File: src/tbte_pkg.sv
package tbte_pkg;

    localparam int DEPTH_DEFAULT = 128;
    localparam int QUEUE_DEPTH   = 2;
    localparam int RETRY_W       = 4;
    localparam int KIND_W        = 5;
    localparam int FLAG_W        = 6;

    localparam logic [7:0] WAIT_INDEX = 8'hFF;

    // request modes
    localparam logic [1:0] MODE_BUS   = 2'd0;
    localparam logic [1:0] MODE_START = 2'd1;
    localparam logic [1:0] MODE_WRITE = 2'd2;
    localparam logic [1:0] MODE_READ  = 2'd3;

    // bus actions
    localparam logic [2:0] ACT_NOACK = 3'd0;
    localparam logic [2:0] ACT_ACK   = 3'd1;
    localparam logic [2:0] ACT_START = 3'd2;
    localparam logic [2:0] ACT_STOP  = 3'd3;
    localparam logic [2:0] ACT_NONE  = 3'd4;

    // TWI status codes
    localparam logic [7:0] ST_START        = 8'h08;
    localparam logic [7:0] ST_RESTART      = 8'h10;
    localparam logic [7:0] ST_MT_SLA_ACK   = 8'h18;
    localparam logic [7:0] ST_MT_SLA_NACK  = 8'h20;
    localparam logic [7:0] ST_MT_DATA_ACK  = 8'h28;
    localparam logic [7:0] ST_MT_DATA_NACK = 8'h30;
    localparam logic [7:0] ST_ARB_LOST     = 8'h38;
    localparam logic [7:0] ST_MR_SLA_ACK   = 8'h40;
    localparam logic [7:0] ST_MR_SLA_NACK  = 8'h48;
    localparam logic [7:0] ST_MR_DATA_ACK  = 8'h50;
    localparam logic [7:0] ST_MR_DATA_NACK = 8'h58;
    localparam logic [7:0] ST_SR_SLA_ACK   = 8'h60;
    localparam logic [7:0] ST_SR_DATA_ACK  = 8'h80;
    localparam logic [7:0] ST_SR_STOP      = 8'hA0;
    localparam logic [7:0] ST_ST_SLA_ACK   = 8'hA8;
    localparam logic [7:0] ST_ST_ARB_SLA   = 8'hB0;
    localparam logic [7:0] ST_ST_DATA_ACK  = 8'hB8;
    localparam logic [7:0] ST_ST_DATA_NACK = 8'hC0;
    localparam logic [7:0] ST_ST_LAST_ACK  = 8'hC8;

    // request kinds after classification
    typedef logic [KIND_W-1:0] kind_t;
    localparam kind_t K_MSEND_FIRST = 5'd0;
    localparam kind_t K_MSEND       = 5'd1;
    localparam kind_t K_MRX_DATA    = 5'd2;
    localparam kind_t K_MRX_ADDR    = 5'd3;
    localparam kind_t K_MRX_LAST    = 5'd4;
    localparam kind_t K_ARB         = 5'd5;
    localparam kind_t K_MFAIL       = 5'd6;
    localparam kind_t K_SADDR       = 5'd7;
    localparam kind_t K_SDATA       = 5'd8;
    localparam kind_t K_STX_END     = 5'd9;
    localparam kind_t K_SSTOP       = 5'd10;
    localparam kind_t K_STX_FIRST   = 5'd11;
    localparam kind_t K_STX         = 5'd12;
    localparam kind_t K_UNKNOWN     = 5'd13;
    localparam kind_t K_START       = 5'd14;
    localparam kind_t K_WRITE       = 5'd15;
    localparam kind_t K_READ        = 5'd16;

    // status flag masks
    localparam logic [FLAG_W-1:0] FL_BUSY  = 6'b000001;
    localparam logic [FLAG_W-1:0] FL_ERROR = 6'b000010;
    localparam logic [FLAG_W-1:0] FL_MTX   = 6'b000100;
    localparam logic [FLAG_W-1:0] FL_MRX   = 6'b001000;
    localparam logic [FLAG_W-1:0] FL_STX   = 6'b010000;
    localparam logic [FLAG_W-1:0] FL_SRX   = 6'b100000;

    typedef struct packed {
        kind_t      kind;
        logic [7:0] data;      // bus byte or host byte
        logic [7:0] first;
        logic [7:0] end_idx;
        logic [7:0] swi;
    } cmd_t;

    typedef struct packed {
        logic [2:0]        action;
        logic [7:0]        send_byte;
        logic              send_valid;
        logic [FLAG_W-1:0] flags;
        logic [7:0]        rstart;
        logic [7:0]        rd;
    } result_t;

endpackage

File: src/tbte_front.sv
module tbte_front
    import tbte_pkg::*;
(
    input  logic       in_valid,
    output logic       in_stall,
    input  logic [1:0] mode,
    input  logic [7:0] bus_status,
    input  logic [7:0] bus_data,
    input  logic [7:0] first_index,
    input  logic [7:0] end_index,
    input  logic [7:0] switch_index,
    input  logic [7:0] buffer_byte,
    input  logic       q_full,
    output logic       push,
    output cmd_t       cmd
);

    kind_t bus_kind;

    always_comb
    begin
        case (bus_status)
            ST_START, ST_RESTART:              bus_kind = K_MSEND_FIRST;
            ST_MT_SLA_ACK, ST_MT_DATA_ACK:     bus_kind = K_MSEND;
            ST_MR_DATA_ACK:                    bus_kind = K_MRX_DATA;
            ST_MR_SLA_ACK:                     bus_kind = K_MRX_ADDR;
            ST_MR_DATA_NACK:                   bus_kind = K_MRX_LAST;
            ST_ARB_LOST:                       bus_kind = K_ARB;
            ST_MR_SLA_NACK, ST_MT_SLA_NACK,
            ST_MT_DATA_NACK:                   bus_kind = K_MFAIL;
            ST_SR_SLA_ACK:                     bus_kind = K_SADDR;
            ST_SR_DATA_ACK:                    bus_kind = K_SDATA;
            ST_ST_DATA_NACK, ST_ST_LAST_ACK:   bus_kind = K_STX_END;
            ST_SR_STOP:                        bus_kind = K_SSTOP;
            ST_ST_SLA_ACK:                     bus_kind = K_STX_FIRST;
            ST_ST_ARB_SLA, ST_ST_DATA_ACK:     bus_kind = K_STX;
            default:                           bus_kind = K_UNKNOWN;
        endcase
    end

    always_comb
    begin
        cmd.first   = first_index;
        cmd.end_idx = end_index;
        cmd.swi     = switch_index;
        cmd.data    = bus_data;
        case (mode)
            MODE_BUS:   cmd.kind = bus_kind;
            MODE_START: cmd.kind = K_START;
            MODE_WRITE:
            begin
                cmd.kind = K_WRITE;
                cmd.data = buffer_byte;
            end
            default:    cmd.kind = K_READ;
        endcase
    end

    assign in_stall = q_full;
    assign push     = in_valid && !q_full;

endmodule

File: src/tbte_queue.sv
module tbte_queue
    import tbte_pkg::*;
#(
    parameter int DEPTH = QUEUE_DEPTH
)
(
    input  logic clk,
    input  logic rst_n,
    input  logic push,
    input  cmd_t cmd_in,
    output logic full,
    input  logic pop,
    output cmd_t cmd_out,
    output logic empty
);

    localparam int PTR_W = (DEPTH > 1) ? $clog2(DEPTH) : 1;
    localparam int CNT_W = $clog2(DEPTH + 1);
    localparam logic [PTR_W-1:0] LAST_PTR = PTR_W'(DEPTH - 1);

    cmd_t             slot_reg [DEPTH];
    logic [PTR_W-1:0] wr_ptr_reg, wr_ptr_next;
    logic [PTR_W-1:0] rd_ptr_reg, rd_ptr_next;
    logic [CNT_W-1:0] count_reg, count_next;

    assign full    = (count_reg == CNT_W'(DEPTH));
    assign empty   = (count_reg == '0);
    assign cmd_out = slot_reg[rd_ptr_reg];

    always_comb
    begin
        wr_ptr_next = wr_ptr_reg;
        rd_ptr_next = rd_ptr_reg;
        count_next  = count_reg;
        if (push)
        begin
            wr_ptr_next = (wr_ptr_reg == LAST_PTR) ? '0 : wr_ptr_reg + 1'b1;
        end
        if (pop)
        begin
            rd_ptr_next = (rd_ptr_reg == LAST_PTR) ? '0 : rd_ptr_reg + 1'b1;
        end
        if (push && !pop)
        begin
            count_next = count_reg + 1'b1;
        end
        else if (pop && !push)
        begin
            count_next = count_reg - 1'b1;
        end
    end

    always_ff @(posedge clk or negedge rst_n)
    begin
        if (!rst_n)
        begin
            wr_ptr_reg <= '0;
            rd_ptr_reg <= '0;
            count_reg  <= '0;
        end
        else
        begin
            wr_ptr_reg <= wr_ptr_next;
            rd_ptr_reg <= rd_ptr_next;
            count_reg  <= count_next;
        end
    end

    always_ff @(posedge clk)
    begin
        if (push)
        begin
            slot_reg[wr_ptr_reg] <= cmd_in;
        end
    end

endmodule

File: src/tbte_back.sv
module tbte_back
    import tbte_pkg::*;
#(
    parameter int BUFFER_DEPTH = DEPTH_DEFAULT
)
(
    input  logic               clk,
    input  logic               rst_n,
    input  logic               cfg_valid,
    input  logic [RETRY_W-1:0] cfg_data,
    input  logic               q_empty,
    input  cmd_t               q_cmd,
    output logic               pop,
    input  logic               out_stall,
    output logic               out_valid,
    output result_t            res
);

    localparam int ADDR_W = $clog2(BUFFER_DEPTH);
    localparam logic [7:0] DEPTH_B   = 8'(BUFFER_DEPTH);
    localparam logic [7:0] RSW_RESET = 8'(BUFFER_DEPTH + 1);

    localparam logic S_ISSUE = 1'b0;
    localparam logic S_EXEC  = 1'b1;

    logic               state_reg;
    cmd_t               cmd_reg;
    logic [7:0]         pos_reg, pos_next;
    logic [7:0]         start_reg, start_next;
    logic [7:0]         end_reg, end_next;
    logic [7:0]         rsw_reg, rsw_next;
    logic [7:0]         rstart_reg, rstart_next;
    logic [FLAG_W-1:0]  flags_reg, flags_next;
    logic [RETRY_W-1:0] retries_reg, retries_next;
    logic [RETRY_W-1:0] arb_cfg_reg;
    logic               out_valid_reg;
    result_t            res_reg;

    logic [7:0]              mem [BUFFER_DEPTH];
    logic [BUFFER_DEPTH-1:0] vld_reg;
    logic [7:0]              rdata_reg;
    logic                    rd_ok_reg;

    // issue side
    logic [7:0]        p_issue;
    logic [7:0]        raddr;
    logic [ADDR_W-1:0] ridx;

    // execute side
    logic              commit;
    logic [7:0]        rbyte;
    logic [7:0]        p_send;
    logic [7:0]        pos_rx;
    logic [2:0]        act;
    logic [7:0]        tx;
    logic              txv;
    logic [7:0]        rd;
    logic              we;
    logic [7:0]        waddr;
    logic [7:0]        wdata;
    logic [ADDR_W-1:0] widx;

    assign pop = (state_reg == S_ISSUE) && !q_empty;

    always_comb
    begin
        p_issue = (q_cmd.kind == K_MSEND_FIRST) ? start_reg : pos_reg;
        case (q_cmd.kind)
            K_MSEND_FIRST, K_MSEND: raddr = (p_issue == rsw_reg) ? start_reg : p_issue;
            K_STX_FIRST, K_STX:     raddr = (pos_reg >= DEPTH_B) ? 8'd0 : pos_reg;
            K_READ:                 raddr = q_cmd.first;
            default:                raddr = pos_reg;
        endcase
        ridx = raddr[ADDR_W-1:0];
    end

    assign commit = (state_reg == S_EXEC) && (!out_valid_reg || !out_stall);
    assign rbyte  = rd_ok_reg ? rdata_reg : 8'd0;

    always_comb
    begin
        pos_next     = pos_reg;
        start_next   = start_reg;
        end_next     = end_reg;
        rsw_next     = rsw_reg;
        rstart_next  = rstart_reg;
        flags_next   = flags_reg;
        retries_next = retries_reg;
        act          = ACT_ACK;
        tx           = 8'd0;
        txv          = 1'b0;
        rd           = 8'd0;
        we           = 1'b0;
        waddr        = pos_reg;
        wdata        = cmd_reg.data;
        p_send       = (cmd_reg.kind == K_MSEND_FIRST) ? start_reg : pos_reg;
        pos_rx       = pos_reg;

        case (cmd_reg.kind)
            K_MSEND_FIRST, K_MSEND:
            begin
                pos_next = p_send;
                if (p_send == rsw_reg)
                begin
                    // raise the read bit of the address byte, repeated start
                    we       = (start_reg < DEPTH_B);
                    waddr    = start_reg;
                    wdata    = rbyte | 8'd1;
                    rsw_next = RSW_RESET;
                    act      = ACT_START;
                end
                else if (p_send < end_reg)
                begin
                    tx       = rbyte;
                    txv      = 1'b1;
                    pos_next = p_send + 8'd1;
                    act      = ACT_NOACK;
                end
                else
                begin
                    flags_next = (flags_reg & ~FL_BUSY) | FL_MTX;
                    act        = ACT_STOP;
                end
            end
            K_MRX_DATA, K_MRX_ADDR:
            begin
                if (cmd_reg.kind == K_MRX_ADDR)
                begin
                    rstart_next = pos_reg;
                end
                else if (pos_reg < DEPTH_B)
                begin
                    we     = 1'b1;
                    pos_rx = pos_reg + 8'd1;
                end
                pos_next = pos_rx;
                // ack while another byte follows the next one
                if (({1'b0, pos_rx} + 9'd1) < {1'b0, end_reg})
                begin
                    act = ACT_ACK;
                end
                else
                begin
                    flags_next = flags_reg | FL_MRX;
                    act        = ACT_NOACK;
                end
            end
            K_MRX_LAST:
            begin
                if (pos_reg < DEPTH_B)
                begin
                    we       = 1'b1;
                    pos_next = pos_reg + 8'd1;
                end
                flags_next = flags_reg & ~FL_BUSY;
                act        = ACT_STOP;
            end
            K_ARB:
            begin
                if (retries_reg != '0)
                begin
                    retries_next = retries_reg - 1'b1;
                    act          = ACT_START;
                end
                else
                begin
                    flags_next = FL_ERROR;
                end
            end
            K_MFAIL:
            begin
                flags_next = FL_ERROR;
                act        = ACT_STOP;
            end
            K_SADDR:
            begin
                pos_next   = WAIT_INDEX;
                flags_next = FL_BUSY;
            end
            K_SDATA:
            begin
                if (pos_reg == WAIT_INDEX)
                begin
                    pos_next    = cmd_reg.data;
                    rstart_next = cmd_reg.data;
                end
                else if (pos_reg < DEPTH_B)
                begin
                    we       = 1'b1;
                    pos_next = pos_reg + 8'd1;
                end
            end
            K_STX_END:
            begin
                flags_next = FL_STX;
            end
            K_SSTOP:
            begin
                flags_next = FL_SRX;
            end
            K_STX_FIRST, K_STX:
            begin
                if (cmd_reg.kind == K_STX_FIRST)
                begin
                    flags_next = FL_BUSY;
                end
                tx       = rbyte;
                txv      = 1'b1;
                pos_next = ((pos_reg >= DEPTH_B) ? 8'd0 : pos_reg) + 8'd1;
            end
            K_START:
            begin
                start_next   = cmd_reg.first;
                end_next     = cmd_reg.end_idx;
                rsw_next     = cmd_reg.swi;
                flags_next   = FL_BUSY;
                retries_next = arb_cfg_reg;
                act          = ACT_START;
            end
            K_WRITE:
            begin
                we    = (cmd_reg.first < DEPTH_B);
                waddr = cmd_reg.first;
                act   = ACT_NONE;
            end
            K_READ:
            begin
                rd  = rbyte;
                act = ACT_NONE;
            end
            default:
            begin
                flags_next = FL_ERROR;
            end
        endcase
        widx = waddr[ADDR_W-1:0];
    end

    always_ff @(posedge clk or negedge rst_n)
    begin
        if (!rst_n)
        begin
            state_reg     <= S_ISSUE;
            pos_reg       <= 8'd0;
            start_reg     <= 8'd0;
            end_reg       <= 8'd0;
            rsw_reg       <= RSW_RESET;
            rstart_reg    <= 8'd0;
            flags_reg     <= '0;
            retries_reg   <= '0;
            arb_cfg_reg   <= '0;
            out_valid_reg <= 1'b0;
            vld_reg       <= '0;
        end
        else
        begin
            if (cfg_valid)
            begin
                arb_cfg_reg <= cfg_data;
            end
            if (pop)
            begin
                state_reg <= S_EXEC;
            end
            else if (commit)
            begin
                state_reg <= S_ISSUE;
            end
            if (commit)
            begin
                pos_reg       <= pos_next;
                start_reg     <= start_next;
                end_reg       <= end_next;
                rsw_reg       <= rsw_next;
                rstart_reg    <= rstart_next;
                flags_reg     <= flags_next;
                retries_reg   <= retries_next;
                out_valid_reg <= 1'b1;
                if (we)
                begin
                    vld_reg[widx] <= 1'b1;
                end
            end
            else if (!out_stall)
            begin
                out_valid_reg <= 1'b0;
            end
        end
    end

    always_ff @(posedge clk)
    begin
        if (pop)
        begin
            cmd_reg   <= q_cmd;
            rdata_reg <= mem[ridx];
            rd_ok_reg <= (raddr < DEPTH_B) && vld_reg[ridx];
        end
        if (commit)
        begin
            res_reg <= '{action: act, send_byte: tx, send_valid: txv,
                         flags: flags_next, rstart: rstart_next, rd: rd};
            if (we)
            begin
                mem[widx] <= wdata;
            end
        end
    end

    assign out_valid = out_valid_reg;
    assign res       = res_reg;

endmodule

File: src/two_wire_bus_transfer_engine.sv
// Channel   Direction  Handshake             Content
// in        input      in_valid / in_stall   one request: mode, status, data, indexes, byte
// out       output     out_valid / out_stall one result: action, send byte, flags, indexes
// cfg       input      cfg_valid / cfg_ready arbitration retry count (4 bits)
//
// Requests are taken in every cycle while the two-entry request queue has room.
// The execute unit takes one request at a time: its issue state reads the byte
// buffer at an address set by the current position or the request's index, and its
// execute state updates state and writes back. Reset clears the control state and
// the buffer valid bits but not the buffer; entries read as zero until written.
// A stalled result stays in the output register while the next request executes up
// to its read; cfg_ready is always high.
module two_wire_bus_transfer_engine
    import tbte_pkg::*;
#(
    parameter int BUFFER_DEPTH = DEPTH_DEFAULT
)
(
    input  logic               clk,
    input  logic               rst_n,
    // request channel
    input  logic               in_valid,
    output logic               in_stall,
    input  logic [1:0]         mode,
    input  logic [7:0]         bus_status,
    input  logic [7:0]         bus_data,
    input  logic [7:0]         first_index,
    input  logic [7:0]         end_index,
    input  logic [7:0]         switch_index,
    input  logic [7:0]         buffer_byte,
    // result channel
    output logic               out_valid,
    input  logic               out_stall,
    output logic [2:0]         bus_action,
    output logic [7:0]         send_byte,
    output logic               send_valid,
    output logic               busy_flag,
    output logic               error_flag,
    output logic               master_sent_flag,
    output logic               master_received_flag,
    output logic               slave_sent_flag,
    output logic               slave_received_flag,
    output logic [7:0]         receive_start_index,
    output logic [7:0]         read_byte,
    // configuration
    input  logic               cfg_valid,
    output logic               cfg_ready,
    input  logic [RETRY_W-1:0] cfg_data
);

    cmd_t    front_cmd;
    cmd_t    q_cmd;
    logic    push;
    logic    pop;
    logic    q_full;
    logic    q_empty;
    result_t res;

    // classify status codes and host commands
    tbte_front u_front (
        .in_valid     (in_valid),
        .in_stall     (in_stall),
        .mode         (mode),
        .bus_status   (bus_status),
        .bus_data     (bus_data),
        .first_index  (first_index),
        .end_index    (end_index),
        .switch_index (switch_index),
        .buffer_byte  (buffer_byte),
        .q_full       (q_full),
        .push         (push),
        .cmd          (front_cmd)
    );

    // decouples the request side from the execute unit
    tbte_queue #(
        .DEPTH (QUEUE_DEPTH)
    ) u_queue (
        .clk     (clk),
        .rst_n   (rst_n),
        .push    (push),
        .cmd_in  (front_cmd),
        .full    (q_full),
        .pop     (pop),
        .cmd_out (q_cmd),
        .empty   (q_empty)
    );

    // sequencer state, byte buffer and output register
    tbte_back #(
        .BUFFER_DEPTH (BUFFER_DEPTH)
    ) u_back (
        .clk       (clk),
        .rst_n     (rst_n),
        .cfg_valid (cfg_valid),
        .cfg_data  (cfg_data),
        .q_empty   (q_empty),
        .q_cmd     (q_cmd),
        .pop       (pop),
        .out_stall (out_stall),
        .out_valid (out_valid),
        .res       (res)
    );

    assign cfg_ready = 1'b1;

    assign bus_action           = res.action;
    assign send_byte            = res.send_byte;
    assign send_valid           = res.send_valid;
    assign busy_flag            = res.flags[0];
    assign error_flag           = res.flags[1];
    assign master_sent_flag     = res.flags[2];
    assign master_received_flag = res.flags[3];
    assign slave_sent_flag      = res.flags[4];
    assign slave_received_flag  = res.flags[5];
    assign receive_start_index  = res.rstart;
    assign read_byte            = res.rd;

endmodule

File: config.mk
export PLATFORM = sky130hd
export DESIGN_NAME = two_wire_bus_transfer_engine
export DESIGN_NICKNAME = d
export VERILOG_FILES = /design/src/tbte_pkg.sv /design/src/tbte_front.sv /design/src/tbte_queue.sv /design/src/tbte_back.sv /design/src/two_wire_bus_transfer_engine.sv
export SDC_FILE = /design/constraint.sdc
export NUM_CORES = 2
export LEC_CHECK = 0
export BUFFER_PORTS_ARGS = -buffer_cell sky130_fd_sc_hd__buf_2
export CAP_MARGIN = 20
export CORE_UTILIZATION = 45
export CTS_CLUSTER_SIZE = 40
export DETAILED_ROUTE_END_ITERATION = 12
export PLACE_DENSITY = 0.61
export SYNTH_ARGS = -nofsm -noshare
export SYNTH_HDL_FRONTEND = slang
export SYNTH_SLANG_ARGS = --single-unit
File: constraint.sdc
create_clock -name clk -period 20.7 [get_ports clk]
set_input_delay 2.07 -clock clk [delete_from_list [all_inputs] [get_ports clk]]
set_output_delay 2.07 -clock clk [all_outputs]
set_load 0.05 [all_outputs]
======== After elaboration in Yosys (flattened, before gate mapping) ========
Memories as Yosys holds them, arrays and structs flattened. A register that Yosys moved wholly into a read port is not among the register bits.
Index checks and enable logic that the tools add are counted.
Widths: inputs -> output; s select.
operators by class
  bitwise operators ....................... 2
  equality and inequality tests ........... 47
  order comparisons ....................... 10
  add/subtract/negate cells ............... 9
  muxes and demuxes ....................... 66
  reductions and logical operators ........ 43
operators with widths
  cell                 number
  $mux 8               19
  $or 128x128->128     1
  $eq 8x8->1 const B   8
  $pmux 6 s9           1
  $pmux 4 s13          1
  $pmux 8 s2           3
  $pmux 8 s6           1
  $eq 5x4->1 const B   9
  $eq 8x7->1 const B   5
  $eq 8x6->1 const B   4
  $lt 8x8->1 const B   4
  $add 8x1->8 const B  3
  $pmux 8 s3           1
  $reduce_or 2->1      12
  $eq 5x3->1 const B   4
  $mux 1               20
  $pmux 3 s6           1
  $eq 8x5->1 const B   2
  $eq 8x8->1           2
  $lt 7x8->1 const B   2
  $pmux 5 s3           1
  $pmux 7 s2           1
  $mux 6               2
  $eq 5x1->1 const B   2
  other kinds (36)     68
word-level totals
  memory bits (writable) .................. 1098
  input port bits ......................... 59
  memories kept ........................... 2
  word-level logic and storage cells ...... 205
  bits in registers ....................... 260
memory list
  memory            depth  bits a word  read ports  clocked after memory_dff  write ports  RTL line          source
  u_back.mem        128    8            1           1                         1            tbte_back.sv:39   logic [7:0] mem [BUFFER_DEPTH];
  u_queue.slot_reg  2      37           1           0                         1            tbte_queue.sv:21  cmd_t slot_reg [DEPTH];

======== Longest topological paths before layout ========
  word-level depth ........................ 10
  mapped depth ............................ 20

======== Hierarchy ========
A second synthesis with hierarchy kept.
unflattened totals
  cell total of the unflattened synthesis .. 4526
  area total of the unflattened synthesis .. 57707.8 sq um
by module, submodules not included
  module                        area each (sq um)  cells an instance  times used
  tbte_back                     54170.7            4314               1
  tbte_queue                    2939.1             131                1
  tbte_front                    586.8              79                 1
  two_wire_bus_transfer_engine  11.3               2                  1

======== Least setup slack after synthesis ========
OpenSTA, ideal clock, no wires.
  path type ............................... reg-to-reg
  from .................................... reg u_back.cmd_reg[32] (netlist bit)
  to ...................................... mem u_back.mem[0][1] (data pin)
  cell stages (with the launch flop) ...... 11
  buffers on the path ..................... 3
  required time ........................... 19.503 ns
  period minus slack after synthesis ...... 8.786 ns
  library setup time ...................... 1.197 ns
  arrival time ............................ 7.589 ns
  setup slack ............................. 11.914 ns
  path through ............................ edfxtp_1 -> or4_1 -> nor2_1 -> mux2i_1 -> xnor2_1 -> nor4_1 -> and3_1 -> clkbuf_1 -> clkbuf_1 -> buf_2 -> o21ai_0
on the way
  longest elaborated chain between the ends .. 5
ends and longest elaborated chain
  element                    RTL line                          source
  start: declaration         tbte_back.sv:27                   cmd_t cmd_reg;
  start signal: assignment   tbte_back.sv:295                  cmd_reg <= q_cmd;
  $logic_not 5->1            tbte_back.sv:96, tbte_back.sv:99
  $mux 8                     tbte_back.sv:96                   p_send = (cmd_reg.kind == K_MSEND_FIRST) ? start_reg : pos_reg;
  $eq 8x8->1                 tbte_back.sv:103                  if (p_send == rsw_reg)
  $mux 8                     tbte_back.sv:103
  $mux 8 (*)                 tbte_back.sv:99                   case (cmd_reg.kind)
  named net u_back.wdata[1]  tbte_back.sv:60                   logic [7:0] wdata;
  end: declaration           tbte_back.sv:39
Mark *: on every way through the listed nets, which the timed path passes. The rest lies on a longest branch.

======== Worst setup path after layout ========
  from .................................... reg u_back.pos_reg[7]
  to ...................................... reg u_back.rdata_reg[6], read port of u_back.mem (data pin)
on the way
  longest elaborated chain between the ends .. 4
ends and longest elaborated chain
  element                                             RTL line          source
  start: declaration                                  tbte_back.sv:28   logic [7:0] pos_reg, pos_next;
  start signal: assignment                            tbte_back.sv:271  pos_reg <= pos_next;
  branches (longest 3 deep; another with $ge 8x8->1)  n/a
  $pmux 8 s3 (*)                                      tbte_back.sv:68   case (q_cmd.kind)
  end: declaration                                    tbte_back.sv:41   logic [7:0] rdata_reg;
Mark *: on every way between the ends.
A chain may end at the register's enable or synchronous reset.

==> impl_results.md <==
- Status: completed
- Hold buffer count at CTS: 0
- Final hold vios: 0
- Routed vias/inst: 6.016
- Max cap viols: 0
- Synthesized area per cell: 12.80 um2
- GRT Resource Usage Total: 0.2514
- Crit-path max cell delay: 0.85 ns
- Most frequent cell on the critical path: buf_4
- Crit path DAT: 7.52 ns
- Slew Limit Fails: 0
- GRT Residual Overflow: 0
- DP Wirelength: 97950 um
- Std-Cell Core Area: 0.1254 mm2
- Remaining DRCs: 0
- # setup viols final: 0
- Die area: 0.1277 mm2
- Slowest cell on crit path: buf_4
- Die width: 357.4 um
- Worst hold-check path type: reg2reg
- Cells after Synth: 4440
- Period utilization: 0.3311
- Largest net degree at the start of global routing: 177
- Area Growth Syn to Fin: 12.09%
- Site row count: 130
- Setup_tns: 0 ns
- DRT Pass-1 Iters: 6
- Count leader, synth: edfxtp_1
- Yosys top cell area share: 0.6223
- WL per Instance: 25.76 um
- # port buffers: 94
- H-tree level count: 4
- Lkg Pwr: 22.80 nW
- Layout cell share with drive strength beyond 1: 0.1291
- Post-CTS Setup Repair Bufs: 0
- Chip Height: 357.4 um
- DRT antenna net count: 0
- Max reg flops: 1024
- Commonest cells post-synth: edfxtp_1, nand2_1, a21oi_1
- TritonCTS Buffers: 142
- Resize count post-CTS: 0
- CTS clock-pin slew for the worst setup and hold paths: 0.07 ns
- Slew @ Worst Pin: 1.184 ns
- Ys flop type: edfxtp_1
- Yosys cell types: 91
- # clock sinks: 1366
- Dominant cell type by area after synthesis: edfxtp_1
- Nets: 4564
- Power per Cell Area: 162.9 mW/mm2
- Number of global-route vias before repair: 35670
- FF-to-FF setup slack: 13.85 ns
- Worst Path Max Fanout: 86
- Starting Density: 0.4533
- Routed WL: 161100 um
- Total number of vias: 37610
- Synth Cell Area: 0.05684 mm2
- Startpoint Class: flip-flop
- #FFs+latches synth: 1366
- Maximum VDD drop: 0.1122 mV
- Slew headroom: 0.2007
- Placer Congestion: 0.9075
- Worst endpoint required time: 21.36 ns
- Sequential-to-total area share from yosys stat: 0.7051
- Clk buf depth: 3
- Clk_lat worst skew: 0.80 ns
- Max Fclk: 145.9 MHz
- EDFF count, synth: 1178
- Tmin final: 6.855 ns
- Synthesized net count: 4523
- Synth area leaders: edfxtp_1, dfrtp_1, nand2_1, a21oi_1, nor2_1
- Clk_skew: 0.04238 ns
- I/O pins: 96
- Antenna violations before repair: 10
- Setup CP Type: reg2reg
- Post-synth ARST share: 0.1376
- Root Driver: clkbuf_16
- First-pass GRT wire length: 238100 um
- CTS tree: built
- Synthesis Warnings: 0
- First DRT Iteration DRCs: 4595
- Finished Core Util: 0.5081
- RSZ-0062 raised after global routing: no
- Crit path cell chain: clkinv_1 -> a222oi_1 -> and4_1 -> o2111ai_1 -> o22a_1 -> nand2_4 -> buf_4 -> buf_4 -> buf_4 -> nand2_1 -> a22oi_1 -> o22ai_1 -> or4_1 -> or3_1 -> nand4b_1
- CP Capture Type: flip-flop
==> worst max-delay path, delay by kind of cell (launching register included) <==
family | cells | cell delay, ns
AOI/OAI and AO/OA | 5 | 1.26
buffers and inverters | 4 | 2.86
DFF | 1 | 0.61
and+or+nand+nor | 6 | 1.92
==> layer usage <==
| metal | vias up | global-route usage | part of all wire | routed length [um] |
|---|---|---|---|---|
| met5 | - | 0.004444 | 0.00083 | 133 |
| met4 | 12 | 0.08368 | 0.029 | 4680 |
| met3 | 305 | 0.05077 | 0.092 | 14740 |
| met2 | 1788 | 0.3724 | 0.44 | 71620 |
| met1 | 18890 | 0.3695 | 0.43 | 69880 |
| li1 | 16620 | - | - | - |
==> kinds of logic (layout without fill, tap and decap cells) <==
kind of cell / Yosys count / after routing / share of synthesized area
AOI/OAI and AO/OA: 874 / 874 / 0.1030
xor gates and xnor gates: 45 / 45 / 0.006934
adders and majority gates: 24 / 24 / 0.005283
buffers and inverters: 330 / 490 / 0.02386
DFF: 1366 / 1366 / 0.7051
muxes: 149 / 149 / 0.02732
other: 1 / 2 / 0.00006597
and+or+nand+nor: 1651 / 1651 / 0.1284
==> area by class of cell <==
cell class                      count  area (um2)
Fill cell                       10650       61690
Clock inverter                     57       560.5
Timing Repair Buffer              176        1204
Multi-Input combinational cell   2744       15580
Inverter                           51       191.4
Sequential cell                  1366       40080
Tap cell                         1650        2064
Antenna cell                        1       2.502
Clock buffer                      206        4025
==> cell usage in the layout (no fill, tap or decap), types with 32 or more instances in the layout <==
cell type and instances:
a21oi_1 358, a221oi_1 106, a22oi_1 61, buf_2 93
buf_4 70, clkbuf_1 42, clkbuf_16 143, dfrtp_1 185
edfxtp_1 1178, inv_1 47, mux2_2 49, mux2i_1 100
nand2_1 881, nand3_1 188, nor2_1 278, nor3_1 40
o21ai_0 59, o22ai_1 37, or2_2 115, xnor2_1 32
==> where the power goes <==
part	internal, mW	total (mW)	switching [mW]
clock	1.45	2.52	1.08
combinational	1.11	4.19	3.08
sequential	3.49	3.66	0.177
==> metrics by stage <==
step           hold WS, ns  total power [mW]  worst slack (ns)  std cells  area [um2]
2_1_floorplan       0.4146             6.346             11.91       4440       56840
3_3_place_gp        0.4479             7.794             14.05       5973       58950
3_5_place_dp        0.4456             7.838             13.91       5979       59040
4_1_cts             0.4619             10.35             13.86       6242       63620
5_1_grt             0.4781             10.81             13.31       6250       63710
6_report            0.4558             10.38             13.85       6251       63710
==> final timing paths <==
check	to	startpoint	depth (start not counted)
max reg2reg	u_back.rdata_reg[6]$_DFFE_PP_	u_back.pos_reg[7]$_DFFE_PN0P_	15
max in group asynchronous	u_back.vld_reg[10]$_DFFE_PN0P_	rst_n	3
min	u_back.end_reg[4]$_DFFE_PN0P_	u_back.cmd_reg[12]$_DFFE_PP_	2
max	u_back.rdata_reg[6]$_DFFE_PP_	u_back.pos_reg[7]$_DFFE_PN0P_	15
min reg2reg	u_back.end_reg[4]$_DFFE_PN0P_	u_back.cmd_reg[12]$_DFFE_PP_	2
min in group asynchronous	u_back.flags_reg[2]$_DFFE_PN0P_	rst_n	1
Power figures use the tool's default switching activity.
